File: config.mk
export PLATFORM = sky130hd
export DESIGN_NAME = ssl_back
export DESIGN_NICKNAME = d
export VERILOG_FILES = /design/src/rtl/ssl_pkg.sv /design/src/rtl/ssl_back.sv
export SDC_FILE = /design/constraint.sdc
export NUM_CORES = 2
export LEC_CHECK = 0
export CAP_MARGIN = 20
export CORE_ASPECT_RATIO = 2
export CORE_MARGIN = 3
export CORE_UTILIZATION = 55
export CTS_CLUSTER_SIZE = 40
export DETAILED_ROUTE_END_ITERATION = 12
export DONT_BUFFER_PORTS = 1
export PLACE_DENSITY = 0.7
export SETUP_SLACK_MARGIN = 0.05
export SYNTH_ARGS = -nofsm -noshare
export SYNTH_HDL_FRONTEND = slang
export SYNTH_SLANG_ARGS = --single-unit
export TNS_END_PERCENT = 100
File: constraint.sdc
create_clock -name clk -period 12.4 [get_ports clk]
set_input_delay 2.48 -clock clk [delete_from_list [all_inputs] [get_ports clk]]
set_output_delay 2.48 -clock clk [all_outputs]
set_load 0.1 [all_outputs]
File: src/rtl/ssl_pkg.sv
// ----------------------------------------------------------------------------
// ssl_pkg
// Shared widths, mode codes and pipeline side-band types for the slope limiter.
// ----------------------------------------------------------------------------
package ssl_pkg;

  localparam int DATA_W  = 32;
  localparam int FRAC_W  = 16;
  localparam int PROD_W  = 2 * DATA_W;
  localparam int QUOT_W  = DATA_W + 2;
  localparam int NUM_W   = 3 * DATA_W;
  localparam int DEN_W   = 2 * DATA_W + 2;
  localparam int REM_W   = DEN_W + 1;
  localparam int MAG_W   = QUOT_W + 2;
  localparam int EPS_W   = DATA_W - 1;
  localparam int IDX_W   = 8;
  localparam int LANES   = 2;

  localparam logic [IDX_W-1:0] REG_MODE = IDX_W'(0);
  localparam logic [IDX_W-1:0] REG_EPS  = IDX_W'(1);

  typedef enum logic [2:0] {
    MODE_NONE,
    MODE_FIRST,
    MODE_MINMOD,
    MODE_VANLEER,
    MODE_BLEND,
    MODE_ALBADA,
    MODE_BARTH,
    MODE_VENKAT
  } mode_t;

  // per-item information that rides alongside the divider lanes
  typedef struct packed {
    mode_t             mode;
    logic              xneg;
    logic              yneg;
    logic              xzero;
    logic              yzero;
    logic              dzero;
    logic              vneg;
    logic [DATA_W-1:0] mn;
  } side_t;

endpackage

File: src/rtl/ssl_back.sv
// ----------------------------------------------------------------------------
// ssl_back
// Blend weighting, per-mode magnitude and sign selection, saturation and the
// output register.
// ----------------------------------------------------------------------------
module ssl_back import ssl_pkg::*; (
  input  logic              clk,
  input  logic              rst_n,
  input  logic              adv,
  input  logic              in_valid,
  input  side_t             in_side,
  input  logic [QUOT_W-1:0] quot [LANES],
  input  logic              ovf [LANES],
  output logic              o_valid,
  output logic [DATA_W-1:0] o_value,
  output logic              o_sat
);

  localparam logic [MAG_W-1:0] ONE_M  = MAG_W'(1) << FRAC_W;
  localparam logic [MAG_W-1:0] HALF_M = MAG_W'(1) << (DATA_W - 1);
  localparam int T1_W  = FRAC_W + 1 + DATA_W;
  localparam int T2_W  = FRAC_W + 1 + QUOT_W;
  localparam int ACC_W = FRAC_W + QUOT_W + 2;

  logic              v1_r, v2_r, v3_r;
  side_t             s1_r;
  logic [QUOT_W-1:0] qa1_r, qb1_r;
  logic              oa1_r, ob1_r;
  logic [T1_W-1:0]   t1_r;
  logic [T2_W-1:0]   t2_r;
  logic [MAG_W-1:0]  mag2_r;
  logic              neg2_r, big2_r, frc2_r;
  logic [DATA_W-1:0] val3_r;
  logic              sat3_r;

  logic [FRAC_W:0]   z2_c;
  logic [ACC_W-1:0]  acc_c;
  logic [MAG_W-1:0]  blend_c, mag_nxt;
  logic              same_c, neg_nxt, big_nxt, frc_nxt;
  logic              clip_c;

  assign z2_c    = quot[0][FRAC_W:0];
  assign acc_c   = ACC_W'(t1_r) + ACC_W'(t2_r);
  assign blend_c = MAG_W'(acc_c >> FRAC_W);
  assign same_c  = (s1_r.xneg == s1_r.yneg);

  always_comb begin
    mag_nxt = '0;
    neg_nxt = 1'b0;
    big_nxt = 1'b0;
    frc_nxt = 1'b0;
    unique case (s1_r.mode)
      MODE_NONE:   mag_nxt = ONE_M;
      MODE_FIRST:  mag_nxt = '0;
      MODE_MINMOD: begin
        mag_nxt = same_c ? MAG_W'(s1_r.mn) : '0;
        neg_nxt = s1_r.xneg;
      end
      MODE_VANLEER: begin
        mag_nxt = same_c ? MAG_W'(qb1_r) : '0;
        big_nxt = same_c && ob1_r;
        neg_nxt = s1_r.xneg;
      end
      MODE_BLEND: begin
        mag_nxt = same_c ? blend_c : '0;
        big_nxt = same_c && (oa1_r || ob1_r);
        neg_nxt = s1_r.xneg;
      end
      MODE_ALBADA: begin
        mag_nxt = same_c ? MAG_W'(qa1_r) : '0;
        big_nxt = same_c && oa1_r;
        neg_nxt = s1_r.xneg;
      end
      MODE_BARTH: begin
        if (s1_r.yzero) begin
          frc_nxt = 1'b1;
          neg_nxt = s1_r.xneg;
          mag_nxt = s1_r.xneg ? HALF_M : ONE_M;
        end else begin
          neg_nxt = !same_c && !s1_r.xzero;
          // clamp positive ratios to one
          if (!neg_nxt && (oa1_r || (MAG_W'(qa1_r) > ONE_M))) begin
            mag_nxt = ONE_M;
          end else begin
            mag_nxt = MAG_W'(qa1_r);
            big_nxt = oa1_r;
          end
        end
      end
      MODE_VENKAT: begin
        if (s1_r.dzero) begin
          frc_nxt = 1'b1;
          big_nxt = 1'b1;
        end else begin
          neg_nxt = s1_r.vneg;
          mag_nxt = MAG_W'(qa1_r);
          big_nxt = oa1_r;
        end
      end
      default: mag_nxt = '0;
    endcase
  end

  assign clip_c = big2_r || (neg2_r ? (mag2_r > HALF_M) : (mag2_r > (HALF_M - MAG_W'(1))));

  always_ff @(posedge clk) begin
    if (!rst_n) begin
      v1_r <= 1'b0;
      v2_r <= 1'b0;
      v3_r <= 1'b0;
    end else if (adv) begin
      v1_r <= in_valid;
      v2_r <= v1_r;
      v3_r <= v2_r;
    end
  end

  always_ff @(posedge clk) begin
    if (adv) begin
      s1_r  <= in_side;
      qa1_r <= quot[0];
      qb1_r <= quot[1];
      oa1_r <= ovf[0];
      ob1_r <= ovf[1];
      t1_r  <= T1_W'((FRAC_W+1)'(ONE_M) - z2_c) * T1_W'(in_side.mn);
      t2_r  <= T2_W'(z2_c) * T2_W'(quot[1]);

      mag2_r <= mag_nxt;
      neg2_r <= neg_nxt;
      big2_r <= big_nxt;
      frc2_r <= frc_nxt;

      sat3_r <= clip_c || frc2_r;
      if (clip_c) begin
        val3_r <= neg2_r ? HALF_M[DATA_W-1:0] : (HALF_M[DATA_W-1:0] - DATA_W'(1));
      end else begin
        val3_r <= neg2_r ? (~mag2_r[DATA_W-1:0] + DATA_W'(1)) : mag2_r[DATA_W-1:0];
      end
    end
  end

  assign o_valid = v3_r;
  assign o_value = val3_r;
  assign o_sat   = sat3_r;

endmodule

Yosys cells after proc, flatten, opt, wreduce, memory -nomap -nowiden
Cells that the tools add are included.
W data, S select, Z words.
{ "word_totals": {"regBits": 286, "input_bits": 115, "word_cells": 77} }
{ "op_classes": {"mul": 2, "magnitude_cmp": 3, "mux": 23, "reduce_logical": 14, "addsub": 3, "n_bitwise": 1, "eq_ne": 8} }
{ "op_table": {"columns": ["operator", "n"], "rows": [
  ["$pmux W36 S8", 1],
  ["$mux W34", 5],
  ["$mux W32", 5],
  ["$add A49 B51 Y52", 1],
  ["$mul A17 B34 Y51", 1],
  ["$mul A18 B33 Y49", 1],
  ["$gt A36 B31 Y1 const B", 1],
  ["$gt A36 B32 Y1 const B", 1],
  ["$mux W36", 1],
  ["$gt A34 B17 Y1 const B", 1],
  ["$add A32 B1 Y32 const B", 1],
  ["$not A32 Y32", 1],
  ["$sub A17 B17 Y18 const A", 1],
  ["$eq A3 B3 Y1 const B", 4],
  ["$mux W1", 8],
  ["$eq A3 B2 Y1 const B", 2],
  ["$logic_and A1 B1 Y1", 5],
  ["$pmux W1 S5", 1],
  ["$logic_or A1 B1 Y1", 4],
  ["$reduce_or A4 Y1", 1],
  ["$eq A3 B1 Y1 const B", 1],
  ["$logic_not A1 Y1", 3],
  ["$logic_not A3 Y1", 1],
  ["$pmux W1 S3", 1],
  ["other kinds (2)", 2]
]} }

Logic depth before layout (Yosys ltp)
{ "depth": {"ltp_word": 8, "ltp_mapped": 34, "ltp_nobuf": 29} }

Worst setup path before layout
No wires, ideal clock.
{ "synth_path": {"path_kind": "input -> register", "start": "in quot[34] (netlist bit)", "end": "reg t1_r[47], data pin", "setup_time_ns": 0.258, "slack_ns": 2.495, "stages": 32, "required_ns": 12.142, "arrival_time_ns": 9.647, "path_cell_list": "clkbuf_1 > clkbuf_1 > clkbuf_1 > inv_1 > ha_1 > and3_1 > nand2b_1 > nor2_1 > xnor2_1 > clkbuf_1 > nand2_1 > fa_1 > inv_1 > fa_1 > fa_1 > fa_1 > fa_1 > inv_1 > fa_1 > inv_1 > ha_1 > clkbuf_2 > nand3_1 > or3_1 > or2_2 > a211oi_1 > o21ai_0 > a31oi_1 > a41oi_1 > o21ai_0 > a21oi_1 > xnor2_1"} }
{ "synth_via": {"elab_chain_len": 2} }
{ "synth_rtl": {"columns": ["item", "line", "source"], "rows": [
  ["start, declared", "ssl_back.sv:12", "input logic [QUOT_W-1:0] quot [LANES],"],
  ["$sub A17 B17 Y18", "ssl_back.sv:125", "t1_r <= T1_W'((FRAC_W+1)'(ONE_M) - z2_c) * T1_W'(in_side.mn);"],
  ["$mul A18 B33 Y49", "ssl_back.sv:125", null],
  ["end signal, assigned", "ssl_back.sv:125", null],
  ["end, declared", "ssl_back.sv:29", "logic [T1_W-1:0] t1_r;"]
]} }
No other way between the ends.
A chain may end at the register's enable or synchronous reset.

Worst setup path after layout
{ "layout_path": {"start": "in quot[40] (netlist bit)", "end": "reg t1_r[47], data pin"} }
Same word-level chain as after synthesis.

==> impl_metrics.tcl <==
set metrics [dict create \
    setup_tns_ns 0 \
    numCtsBuffers 30 \
    synth_area_um2 49300 \
    area_growth_pct 3.43 \
    worst-path-buf-inv 4 \
    clock_sinks 286 \
    setup_violations 0 \
    via_per_inst 5.92 \
    ys_seq_area_share_pct 17.4 \
    post_cts_buffers 0 \
    worstMarginPinSlew_ns 1.20 \
    drcViolationCount 0 \
    slowest_delay_ns 0.57 \
    ctsLongestPathBuffers 3 \
    overflow 0 \
    rsz0062_at_grt "false" \
    fmax_mhz 97.9 \
    slew_viol_final 0 \
    drt_wl_total_um 140000 \
    critical-path-top-delay-family "adder cells" \
    initial_core_util_pct 55.7 \
    layout.cells.most_common "inv_1" \
    whs_path_depth 2 \
    netlist_instances 5241 \
    first_global_vias 40800 \
    cp_common_cell "fa_1" \
    post_drt_wl_per_cell_um 22.5 \
    async_reset_ff_share_pct 0 \
    ys.flop_type "edfxtp_1" \
    cp-end-kind "register" \
    path_class "in -> reg" \
    synth_edf_count 283 \
    syn_avg_cell_area_um2 9.41 \
    drive_gt1_share_pct 2.48 \
    hold_violations 0 \
    dp_hpwl_um 107000 \
    drt-initial-drc-count 2733 \
    cts_tree "done" \
    period_needed_ns 10.21 \
    grt_usage_pct 30.8 \
    h-tree-depth 1 \
    die_area_um2 93500 \
    cap_viol_max_count 0 \
    crit_fanout 40 \
    critPathRequiredTime_ns 12.72 \
    synth_cell_types 75 \
    die_h_um 429 \
    grt_max_degree 287 \
    period_share_pct 82.4 \
    arrival_ns 10.53 \
    grt_first_pass_wirelength_um 220000 \
    nNetsFinal 6413 \
    fin_worst_skew_ns 0.0220 \
    vias 36800 \
    path_clk_slew_ns 0.08 \
    dr.pass1.iters 11 \
    rows 154 \
    antenna_left 0 \
    crit_cells 28 \
    hold_path.class "reg -> reg" \
    core_um2 88400 \
    portBuffers 0 \
    outcome "finished clean" \
    slew_headroom_pct 19.7 \
    synth_seq_cells 286 \
    worstSkewPairLatency_ns 0.59 \
    yosysWarningCount 0 \
    io_pins 149 \
    antenna_found_initial 11 \
    slowest_stage "or4_1" \
    clockRootBuffer "clkbuf_16" \
    synth_nets 6640 \
    routabilityCongestion 0.938 \
    cts_resized 0 \
    hold_buffers 0 \
    cp-start-kind "input pin" \
    dieWidth_um 218 \
    final_cell_mix "inv_1 (1089), fa_1 (959), nand2_1 (908), ha_1 (325), and2_1 (313)" \
    reg2regPathDepth 10 \
]
==> logic make-up (layout without fill, tap and decap cells) <==
kind of cell	count (synthesis)	in the layout	synth area share, %
simple gates	1589	1589	14.8
buf+inv	1373	1169	10.5
fa+ha+maj	1284	1284	47.2
compound gates	563	563	7.49
flops	286	286	17.4
xor+xnor	135	135	2.40
mux	11	11	0.226
other cells	0	6	0
==> cell type report <==
cell class	instances	area, um^2
fill	7751	37500
multi-input combinational	3582	35700
sequential	286	8560
inverter	1089	4090
tap	1170	1460
clock buffer	34	787
clock inverter	21	194
timing repair buffer	25	188
antenna	6	15.0
==> path summary, 6_finish.rpt <==
path	startpoint	to	slack [ns]
min reg2reg	v1_r	v1_r	0.52
max	quot[40]	t1_r[47]	2.19
max reg2reg	mag2_r[0]	o_value[14]	8.50
min	v1_r	v1_r	0.52
==> synthesized netlist by cell type (37+ instances only) <==
library cell  number  area (um^2)
clkbuf_1         252          946
xor2_1            37          324
o21ai_0          101          505
inv_1           1089         4090
and2_1           313         1960
xnor2_1           98          858
nor3_1            40          200
nand2_1          908         3410
a21o_1            86          646
a21oi_1          173          866
edfxtp_1         283         8500
ha_1             325         4070
fa_1             959        19200
nor2_1           139          522
==> metrics by stage <==
stage | cell area, um^2 | setup slack [ns] | hold WS, ns | std cells | utilization (%)
2_1_floorplan | 49300 | 2.49 | 0.476 | 5241 | -
3_3_place_gp | 50000 | 1.91 | 0.500 | 6152 | 56.5
3_5_place_dp | 50000 | 1.68 | 0.509 | 6152 | 56.5
4_1_cts | 51000 | 2.26 | 0.532 | 6207 | 57.6
5_1_grt | 51000 | 1.68 | 0.550 | 6208 | 57.6
6_report | 51000 | 2.19 | 0.523 | 6213 | 57.7
==> registers in the layout, indices dropped and copies added (netlist names) <==
name,cells
qb1_r,34
oa1_r,1
v1_r,1
o_sat,1
t1_r,49
o_value,32
v2_r,1
mag2_r,36
o_valid,1
t2_r,51
big2_r,1
qa1_r,34
ob1_r,1
neg2_r,1
frc2_r,1
s1_r,41
==> metal layers <==
metal,share of wire [%],vias up,GRT usage [%]
li1,-,15700,-
met1,31,18800,31.9
met2,52,1673,55.5
met3,7.4,637,5.23
met4,9.1,2,22.7
met5,0.014,-,0
==> tightest hold or removal path, delay by kind of cell (launching register included) <==
kind | cells | cell delay, ns
simple gates | 1 | 0.09
flops | 1 | 0.33
mux | 1 | 0.06
Power is left out: the tool's default activity adds up to more than one toggle a clock period on the data nets, which glitch-free logic cannot reach.
